[src/sv/rotation_matrix_to_quaternion_defines.svh]
`ifndef ROTATION_MATRIX_TO_QUATERNION_DEFINES_SVH
`define ROTATION_MATRIX_TO_QUATERNION_DEFINES_SVH
// checks that a condition leads to a consequence in the next cycle
`define RMQ_ASSERT_NEXT(label, clk_s, rst_s, cond, cons) \
  label: assert property (@(posedge clk_s) disable iff (rst_s) (cond) |=> (cons)) \
    else $error("rmq check failed");
// checks that a condition leads to a consequence in the same cycle
`define RMQ_ASSERT_NOW(label, clk_s, rst_s, cond, cons) \
  label: assert property (@(posedge clk_s) disable iff (rst_s) (cond) |-> (cons)) \
    else $error("rmq check failed");
`endif

[src/sv/rmq_pkg.sv]
package rmq_pkg;
  localparam int FRAC_BITS = 16;
  localparam int MW = 18;
  localparam int PW = 20;
  localparam int MAGW = 36;
  localparam int SQW = 72;
  typedef logic signed [MW-1:0] m_t;
  typedef logic signed [PW-1:0] p_t;
  typedef struct packed {
    logic ok;
    p_t p0;
    p_t p1;
    p_t p2;
    p_t p3;
  } item_t;
endpackage

[src/sv/rmq_queue.sv]
// short fifo between front and back
module rmq_queue import rmq_pkg::*; (
  input  logic clk,
  input  logic rst,
  input  logic wr,
  input  item_t wdata,
  input  logic rd,
  output logic nonempty,
  output item_t rdata
);
  item_t buffer [4];
  logic [1:0] wp, rp;
  logic [2:0] cnt;
  always_ff @(posedge clk) begin
    if (rst) begin
      wp <= '0; rp <= '0; cnt <= '0;
    end else begin
      if (wr) wp <= wp + 2'd1;
      if (rd) rp <= rp + 2'd1;
      cnt <= cnt + 3'(wr) - 3'(rd);
    end
    if (wr) buffer[wp] <= wdata;
  end
  assign nonempty = (cnt != 3'd0);
  assign rdata = buffer[rp];
endmodule

[config.mk]
export PLATFORM = sky130hd
export DESIGN_NAME = rmq_queue
export DESIGN_NICKNAME = d
export VERILOG_FILES = /design/src/sv/rotation_matrix_to_quaternion_defines.svh /design/src/sv/rmq_pkg.sv /design/src/sv/rmq_queue.sv
export SDC_FILE = /design/constraint.sdc
export NUM_CORES = 1
export LEC_CHECK = 0
export BUFFER_PORTS_ARGS = -buffer_cell sky130_fd_sc_hd__buf_2
export CAP_MARGIN = 20
export CORE_MARGIN = 2
export CORE_UTILIZATION = 45
export CTS_BUF_LIST = sky130_fd_sc_hd__clkbuf_2 sky130_fd_sc_hd__clkbuf_4 sky130_fd_sc_hd__clkbuf_8
export DETAILED_ROUTE_END_ITERATION = 7
export PLACE_DENSITY = 0.62
export SYNTH_ARGS = -nofsm -noshare
export SYNTH_HDL_FRONTEND = slang
export SYNTH_SLANG_ARGS = --single-unit
[constraint.sdc]
create_clock -name clk -period 4.1 [get_ports clk]
set_input_delay 0 -clock clk [delete_from_list [all_inputs] [get_ports clk]]
set_output_delay 0 -clock clk [all_outputs]
set_load 0.01 [all_outputs]
---- Word-level counts from Yosys, hierarchy flattened ----
Memories as Yosys holds them, arrays and structs flattened. A register that Yosys moved wholly into a read port is not among the register bits.
Index checks and enable logic that the tools add are counted.
storage, ports and cells
  register bits ........................... 7
  output and inout port bits .............. 82
  memories ................................ 1
  RAM bits ................................ 324
  logic and storage cells ................. 13
operators by class
  reductions and logical operators ........ 1
  add/sub/neg operators ................... 4
  mux-type cells .......................... 4
memories
  name    depth  bits a word  rd ports  clocked after Yosys merged registers in  write ports  line             source
  buffer  4      81           1         1                                        1            rmq_queue.sv:11  item_t buffer [4];
operator list
  kind                                         count
  adder 2 x 1 -> 2 bit, second input constant  2
  two-way mux 2 bit                            2
  adder 3 x 1 -> 3 bit                         1
  nonzero test 3 bit                           1
  subtractor 3 x 1 -> 3 bit                    1
  two-way mux 1 bit                            2

---- Logic depth before layout (Yosys ltp) ----
Gate-level depths: netlist of run 1.
  depth in word-level cells ............... 3
  gate-level depth with buffers ........... 7
  mapped depth without buffers ............ 7

---- Worst setup path after synthesis of run 1 ----
No wires, ideal clock.
  path kind ............................... reg-to-reg
  start point ............................. register wp[0]
  end point ............................... memory buffer[0][0] (netlist bit), enable pin
  setup slack ............................. 1.224 ns
  path buffers ............................ 0
  cell stages (with the launch flop) ...... 4
  arrival ................................. 2.428 ns
  library setup time ...................... 0.448 ns
  clock period less this slack ............ 2.876 ns
  cells stage by stage .................... dfxtp_1 -> inv_1 -> ha_1 -> and2_1
RTL lines
  element                 line             source
  from (decl)             rmq_queue.sv:12  logic [1:0] wp, rp;
  from (signal assigned)  rmq_queue.sv:18  if (wr) wp <= wp + 2'd1;
  to (decl)               rmq_queue.sv:11
No word-level cell before the write port.

==> results.tsv, run 1 <==
metric	value	unit
status	completed	
dp_hpwl	13510	µm
fin_area	15220	µm²
seq_area_frac_synth	81.21	%
drtPass1Iterations	4	
synth_seq_cells	333	
die_x	168.7	µm
hold_viol	0	
synth_top_area_share	79.73	%
final_util	56.78	%
cp.required	4.10	ns
die_h	168.7	µm
setup_viol	0	
holdPathStages	2	
grt_use_met1	21.04	%
rows	60	
grt_max_degree	61	
p_leak	5.234	nW
clock_path_buffers	3	
cts-root-buf	clkbuf_8	
crit_path_end_kind	output port	
synth_common_cells	edfxtp_1, mux4_2, dfxtp_1, buf_12, buf_2	
fmaxAchievable	383.8	MHz
grt_first_pass_wirelength	35470	µm
synthDistinctLibCells	20	
synth_edf_count	324	
vdd_drop_max	317.3	µV
initial_core_util	45.53	%
syn_inst	464	
grt.busiest_layer	met2	
met3_usage	4.863	%
synth_nets	556	
fin_total_pwr	7.382	mW
min_to	buffer[1][22]$_DFFE_PP_	
hold_ws	0.1878	ns
p_int	5.742	mW
max_slew_margin	38.17	%
cts_tree	done	
cap_violations	0	
p_seq_share	54.0	%
fin_worst_skew	0.02213	ns
placed_area	13350	µm²
netSwitchingFraction	22.21	%
cts_sinks	333	
ys_async_sr_fraction	0	%
slowest_stage	dfxtp_4	
syn2layout_area_growth	24.70	%
overflow	0	
ys.flop_type	edfxtp_1	
drtIter0Drc	289	
layout_min_cycle_time	2.605	ns
ys_warn_count	0	
combPwrFrac	10.0	%
nets	854	
regToRegStartpoint	wp[0]$_SDFFE_PP0P_	
clk_pin_slew	0.06	ns
dieArea	28450	µm²
rr_worst_depth	4	
syn_area_per_cell	26.30	µm²
grtUsageMet2	27.62	%
antenna_found_initial	1	
arrival	2.61	ns
wire_per_inst	20.08	µm
grt_pass1_vias	6433	
r2r-end	buffer[2][76]$_DFFE_PP_	
drive_gt1_share	43.05	%
cts_resized	0	
route.detailed.drc	0	
ys_top_cells_by_area	edfxtp_1, mux4_2, dfxtp_1	
antenna_left	0	
p_clk_share	36.0	%
p_sw	1.640	mW
synth_area_leader_cell	edfxtp_1	
finalWirelength	23050	µm
ios	167	
tns	0	ns
min_from	wdata[22]	
min_path_type	in2reg	
routabilityCongestion	0.6872	
cts_made_buffers	52	
grt_usage	16.41	%
critical_path_class	reg2out	
synth_area	12200	µm²
critPathMaxFanout	33	
period_share	63.54	%
insertion_delay	0.56	ns
cpPeakStageDelay	0.77	ns
crit_path_start_kind	flip-flop	
finalMaxSlewViolations	0	
crit_chain	buf_4, mux4_2, buf_2	
avgViaCountPerCell	5.082	
via_count	5834	
rrSetupSlack	2.08	ns
io_buffer_count	166	
powerDensity	485.1	nW/µm²
rsz0062_at_grt	no	
worstMarginPinSlew	0.9275	ns
core-area	26800	µm²
cts.htree.levels	2	
synth.most_common_cell	edfxtp_1	
[flip-flops by register name (all words and copies together) (netlist names), named ones only]
name    count
rp          2
cnt         3
buffer    324
wp          2
[routing by layer]
metal | wire length (µm) | up-vias
li1 | - | 2607
met1 | 9521 | 3021
met2 | 11670 | 176
met3 | 1546 | 30
met4 | 312 | 0
met5 | 0 | -
[stage by stage]
step,setup slack [ns],std cells
after floorplan,1.224,464
after global placement,1.939,965
after detailed placement,1.921,965
after CTS,1.318,1147
after global routing,1.244,1148
final,1.495,1148
[cells by family after synthesis]
| family | synth area share, % |
|---|---|
| buf+inv | 1.948 |
| simple gates | 0.5742 |
| mux | 15.03 |
| fa+ha+maj | 0.7792 |
| flops | 81.21 |
| xor+xnor | 0.3384 |
| compound gates | 0.1230 |
[placed cells by master, fill, tap and decap left out, types with 2 or more instances in the layout]
| cell type | synthesis | routed |
|---|---|---|
| dlygate4sd3_1 | 0 | 84 |
| buf_4 | 0 | 12 |
| clkinv_1 | 0 | 17 |
| dfxtp_1 | 9 | 7 |
| nor2_1 | 5 | 5 |
| dfxtp_4 | 0 | 2 |
| xnor2_1 | 2 | 2 |
| buf_2 | 8 | 166 |
| nor2b_1 | 2 | 2 |
| mux4_2 | 81 | 81 |
| clkbuf_4 | 0 | 16 |
| clkinvlp_4 | 0 | 2 |
| clkbuf_8 | 0 | 55 |
| inv_1 | 6 | 6 |
| edfxtp_1 | 324 | 324 |
| and2_4 | 0 | 4 |
| clkinv_2 | 0 | 7 |
| ha_1 | 6 | 6 |
[cell type report]
type	count	area, µm²
Fill cell	2018	11580
Sequential cell	333	9917
Multi-Input combinational cell	107	2066
Timing Repair Buffer	262	1762
Clock buffer	71	877.1
Tap cell	341	426.7
Clock inverter	27	143.9
Inverter	6	22.52
Antenna cell	1	2.502
[how the worst max path moves through the flow]
stage / to / start / depth (start not counted) / slack, ns
final: rdata[80] / flip-flop / 3 / 1.49
after global routing: rdata[80] / flip-flop / 3 / 1.24
after floorplan: buffer[0][0]$_DFFE_PP_ / wp[0]$_SDFFE_PP0P_ / 3 / 1.22
after CTS: rdata[80] / flip-flop / 3 / 1.32
after detailed placement: rdata[13] / flip-flop / 3 / 1.92
after global placement: rdata[80] / flip-flop / 3 / 1.94
[critical path, delay by kind of cell (launching register included)]
family   cells  cell delay (ns)
flops        1             0.77
buf+inv      2             0.66
mux          1             0.58
[timing repair]
item / 4_1_cts / 5_1_grt
hold endpoints to repair: 342 / 0
setup buffers: 0 / 0
endpoints found under the setup margin: 0 / 0
hold buffers: 84 / 0
[power by group through the flow]
stage	Clock, mW	Sequential [mW]	Combinational, mW
floorplan	0	4.02	0.457
global placement	0	4.05	0.674
detailed placement	0	4.06	0.690
CTS	2.73	3.99	0.758
global route	2.88	4.00	0.802
finish	2.66	3.99	0.738
Power figures use the tool's default switching activity.
==> inputs of run 2 (changes only) <==
- clock period: 4.1 -> 2.4 ns (I/O delays scaled with it)
==> results.tsv, run 2 (synthesized netlist as in run 1, its figures left out) <==
metric	value	unit	change
status	completed		
reg_top3	buffer: 324 flops, cnt: 3 flops		
hold_viol	0		unchanged
critical_path_class	reg2out		
syn2layout_area_growth	26.44	%	
crit_path_start_kind	flip-flop		
routabilityCongestion	0.6919		+0.68%
largest_reg_flops	324		unchanged
die_h	168.7	µm	unchanged
dp_hpwl	13620	µm	+0.79%
rsz0062_at_grt	no		
die_x	168.7	µm	unchanged
nets	860		+0.70%
cts_sinks	333		unchanged
fmaxAchievable	462.5	MHz	
insertedDiodeCount	0		-1
crit_chain	buf_12, mux4_2, buf_2		
fin_worst_skew	0.02593	ns	+0.003808 ns
final_cell_mix	edfxtp_1, buf_2, dlygate4sd3_1		
rrSetupSlack	0.77	ns	-1.31 ns
overflow	0		unchanged
cp.required	2.40	ns	-1.70 ns
layout_commonest_cell	edfxtp_1		
core-area	26800	µm²	unchanged
wire_per_inst	20.30	µm	+1.1%
rows	60		unchanged
period_share	90.08	%	
critPathMaxFanout	20		-39%
crit_path_end	rdata[59]		
via_count	5845		+0.19%
regToRegStartpoint	cnt[0]$_SDFF_PP0_		
fin_area	15430	µm²	+1.4%
drtPass1Iterations	4		unchanged
cpPeakStageDelay	0.64	ns	-0.13 ns
placed_area	13520	µm²	+1.3%
io_buffer_count	166		unchanged
crit_path_end_kind	output port		
cap_violations	0		unchanged
regMostFlops	buffer		
worstMarginPinSlew	0.5600	ns	-0.3675 ns
grt_max_degree	46		-25%
grt_pass1_vias	6412		-0.33%
insertion_delay	0.56	ns	about the same
vdd_drop_max	498.7	µV	+57%
avgViaCountPerCell	5.087		+0.10%
max_slew_margin	62.67	%	+24 points
cts.htree.levels	2		unchanged
grt_first_pass_wirelength	35700	µm	+0.66%
cts_made_buffers	53		+1.9%
clock_path_buffers	3		unchanged
dieArea	28450	µm²	unchanged
min_path_type	in2reg		
powerDensity	832.7	nW/µm²	+72%
finalWirelength	23330	µm	+1.2%
rr_worst_depth	7		+3
arrival	2.16	ns	-0.45 ns
drtIter0Drc	371		+28%
p_leak	5.322	nW	+1.7%
finalMaxSlewViolations	0		unchanged
dp.cells	969		+0.41%
ios	167		unchanged
antenna_left	0		unchanged
initial_core_util	45.53	%	unchanged
r2r-end	cnt[2]$_SDFF_PP0_		
antenna_found_initial	0		-1
cts-root-buf	clkbuf_8		
slowest_stage	dfxtp_4		
clk_pin_slew	0.06	ns	about the same
cts_tree	done		
route.detailed.drc	0		unchanged
grt_usage	16.45	%	+0.038 points
tns	0	ns	unchanged
drive_gt1_share	43.94	%	+0.88 points
setup_viol	0		unchanged
finalNonFillerCells	1149		+0.087%
layout_min_cycle_time	2.162	ns	
## run 2: worst min-delay path by stage
| stage | start | end | slack, ns | cells after the start |
|---|---|---|---|---|
| 2_1_floorplan | rst | cnt[0]$_SDFF_PP0_ | 0.07 | 1 |
| 3_3_place_gp | wdata[24] | buffer[0][24]$_DFFE_PP_ | 0.21 | 1 |
| 3_5_place_dp | wdata[26] | buffer[3][26]$_DFFE_PP_ | 0.22 | 1 |
| 4_1_cts | wdata[26] | buffer[2][26]$_DFFE_PP_ | 0.15 | 2 |
| 5_1_grt | wdata[24] | buffer[2][24]$_DFFE_PP_ | 0.18 | 2 |
| 6_report | wdata[24] | buffer[3][24]$_DFFE_PP_ | 0.19 | 2 |
## run 2: per-layer routing
layer	share of wire (%)	GRT usage (%)	vias to the layer above
met5	0	0	-
met3	6.2	4.302	44
met4	1.8	4.685	0
li1	-	-	2607
met1	42	21.18	3001
met2	50	27.89	193
## run 2: layout make-up
cell class	instances	area (µm²)
multi-input cells	107	2066
clock inverters	17	128.9
inverters	6	22.52
clock buffers	78	929.6
repair buffers	267	1939
well taps	341	426.7
flip-flops and latches	333	9917
fillers	1961	11370
## run 2: power breakdown
part	internal, mW	switching [mW]
logic	0.695	0.651
clock network	2.69	2.03
registers	6.68	0.0973
## run 2: repair_timing
action,CTS,global route
hold buffers,85,0
setup buffers,0,0
endpoints found under the hold margin,333,0
gates resized for setup,0,0
## run 2: worst max-delay path: cells and delay by family (launching register included)
| kind | cells | cell delay (ns) |
|---|---|---|
| buffers and inverters | 2 | 0.43 |
| DFF | 1 | 0.64 |
| muxes | 1 | 0.55 |
## run 2: metrics by stage
step | power (mW) | hold slack, ns | utilization (%) | setup WS, ns
final | 12.85 | 0.1931 | 57.57 | 0.2380
after global routing | 13.36 | 0.1761 | 57.57 | 0.09850
after CTS | 13.04 | 0.1472 | 57.57 | 0.1427
after detailed placement | 8.169 | 0.2175 | 50.45 | 0.7432
after global placement | 8.121 | 0.2084 | 50.45 | 0.7527
after floorplan | 7.638 | 0.07161 | - | 0.4131
==> inputs of run 3 (changes only) <==
- CELL_PAD_IN_SITES_DETAIL_PLACEMENT: not set -> 2
- CELL_PAD_IN_SITES_GLOBAL_PLACEMENT: not set -> 2
- MAX_ROUTING_LAYER: not set -> met4
- PLACE_DENSITY: 0.62 -> 0.76
==> results.tsv, run 3 (synthesized netlist as in run 1, its figures left out) <==
metric	value	unit	change
drtIter0Drc	441		+19%
final-seq-area	9917	µm²	unchanged
io_buffer_count	166		unchanged
regMostFlops	buffer		
finalWirelength	32460	µm	+39%
layout_commonest_cell	edfxtp_1		
wire_per_inst	28.10	µm	+38%
avgViaCountPerCell	5.319		+4.6%
crit_path_end_kind	output port		
clk_pin_slew	0.07	ns	about the same
cts_resized	0		unchanged
finalMaxSlewViolations	0		unchanged
p_sw	3.127	mW	+12%
period_share	93.56	%	+3.5 points
nets	862		+0.23%
rows	60		unchanged
dieArea	28450	µm²	unchanged
antenna_left	0		unchanged
core-area	26800	µm²	unchanged
overflow	0		unchanged
fin_worst_skew	0.03360	ns	+0.007671 ns
cts_sinks	333		unchanged
drtPass1Iterations	5		+1
min_to	buffer[0][51]$_DFFE_PP_		
cts.htree.levels	2		unchanged
hold_viol	0		unchanged
dp.cells	971		+0.21%
final_cell_mix	edfxtp_1, buf_2, dlygate4sd3_1		
die_h	168.7	µm	unchanged
status	completed		
crit_path_start_kind	flip-flop		
combPwrFrac	10.9	%	+0.4 points
p_clk_share	37.1	%	+0.4 points
fmaxAchievable	445.4	MHz	-3.7%
multi_input_area	2066	µm²	unchanged
grt_usage	23.99	%	+7.5 points
critPathMaxFanout	23		+15%
insertion_delay	0.59	ns	+0.03 ns
rr_worst_depth	4		-3
antenna_found_initial	4		+4
final_util	57.54	%	about the same
p_int	9.984	mW	-0.82%
dp_hpwl	19010	µm	+40%
grt_pass1_vias	7154		+12%
setup_viol	0		unchanged
regToRegStartpoint	wp[0]$_SDFFE_PP0P_		
rrSetupSlack	0.64	ns	-0.13 ns
fillers	2156		+9.9%
clock_path_buffers	3		unchanged
cts-root-buf	clkbuf_8		
placed_area	13520	µm²	about the same
dp_worst_setup_slack	0.6013	ns	-0.1419 ns
rsz0062_at_grt	no		
initial_core_util	45.53	%	unchanged
setup_ws	0.1547	ns	-0.08335 ns
via_count	6143		+5.1%
min_path_type	in2reg		
drive_gt1_share	44.69	%	+0.76 points
route.detailed.drc	0		unchanged
finalNonFillerCells	1155		+0.52%
cts_made_buffers	54		+1.9%
grt_max_degree	43		-6.5%
cts_tree	done		
grt_first_pass_wirelength	47980	µm	+34%
die_x	168.7	µm	unchanged
critical_path_class	reg2out		
routabilityCongestion	0.7407		+7.1%
ios	167		unchanged
arrival	2.25	ns	+0.09 ns
vdd_drop_max	504.5	µV	+1.2%
syn2layout_area_growth	26.36	%	about the same
r2r-end	buffer[2][30]$_DFFE_PP_		
powerDensity	850.3	nW/µm²	+2.1%
layout_min_cycle_time	2.245	ns	+0.08335 ns
cp.required	2.40	ns	about the same
netSwitchingFraction	23.85	%	+2.2 points
largest_reg_flops	324		unchanged
holdPathStages	2		unchanged
p_leak	5.327	nW	about the same
fin_area	15420	µm²	about the same
max_slew_margin	60.69	%	-2.0 points
tns	0	ns	unchanged
p_seq_share	52.0	%	-0.8 points
cap_violations	0		unchanged
min_from	wdata[51]		
reg_top3	buffer: 324 flops, cnt: 3 flops		
worstMarginPinSlew	0.5896	ns	+0.02961 ns
==> run 3: cell count changes in the layout (fill, tap and decap cells not counted) <==
cell / before / now
clkinv_2: 3 / 6
diode_2: 0 / 4
buf_4: 5 / 8
clkinv_1: 10 / 6
inv_6: 1 / 0
dlygate4sd3_1: 85 / 84
clkbuf_4: 23 / 25
buf_12: 11 / 10
bufinv_16: 2 / 0
clkbuf_8: 55 / 58
==> run 3: final cells by class <==
class | count | area share, %
antenna | 4 | 0.06491
multi-input combinational | 107 | 13.40
clock buffer | 83 | 6.394
clock inverter | 13 | 0.3895
tap | 341 | 2.767
timing repair buffer | 268 | 12.53
inverter | 6 | 0.1461
sequential | 333 | 64.31
==> run 3: stage by stage <==
| stage | total power, mW | hold slack, ns |
|---|---|---|
| floorplan | 7.638 | 0.07161 |
| global placement | 8.131 | 0.2093 |
| detailed placement | 8.250 | 0.2162 |
| CTS | 13.11 | 0.1359 |
| global route | 13.58 | 0.1641 |
| finish | 13.11 | 0.1679 |
==> run 3: timing repair <==
item,CTS,global route
hold buffers,84,0
endpoints found under the hold margin,333,0
buffers inserted,0,0
==> run 3: worst max path at each step <==
| stage | to | slack [ns] | cells after the start |
|---|---|---|---|
| finish | rdata[22] | 0.15 | 3 |
| global route | rdata[22] | 0.02 | 3 |
| CTS | rdata[25] | 0.11 | 3 |
| detailed placement | buffer[2][74]$_DFFE_PP_ | 0.60 | 4 |
| global placement | rdata[25] | 0.72 | 3 |
| floorplan | buffer[2][0]$_DFFE_PP_ | 0.41 | 3 |
==> run 3: power by group through the flow <==
| stage | registers [mW] | logic (mW) | clock network [mW] |
|---|---|---|---|
| 3_3_place_gp | 6.89 | 1.24 | 0 |
| 3_5_place_dp | 6.94 | 1.31 | 0 |
| 4_1_cts | 6.82 | 1.43 | 4.86 |
| 2_1_floorplan | 6.86 | 0.782 | 0 |
| 6_report | 6.82 | 1.43 | 4.86 |
| 5_1_grt | 6.84 | 1.53 | 5.21 |
==> run 3: routing by layer <==
| layer | vias to the layer above | GRT usage, % | routed length, µm |
|---|---|---|---|
| met5 | - | - | 0 |
| met4 | 0 | 6.034 | 619 |
| met3 | 45 | 4.910 | 1637 |
| met2 | 230 | 41.23 | 17330 |
| met1 | 3253 | 29.38 | 12870 |
| li1 | 2615 | - | - |
==> run 3: critical path, cell delays in order (launching register included) <==
cell and delay [ns]:
dfxtp_4 0.64, buf_12 0.29, mux4_2 0.57, buf_2 0.17
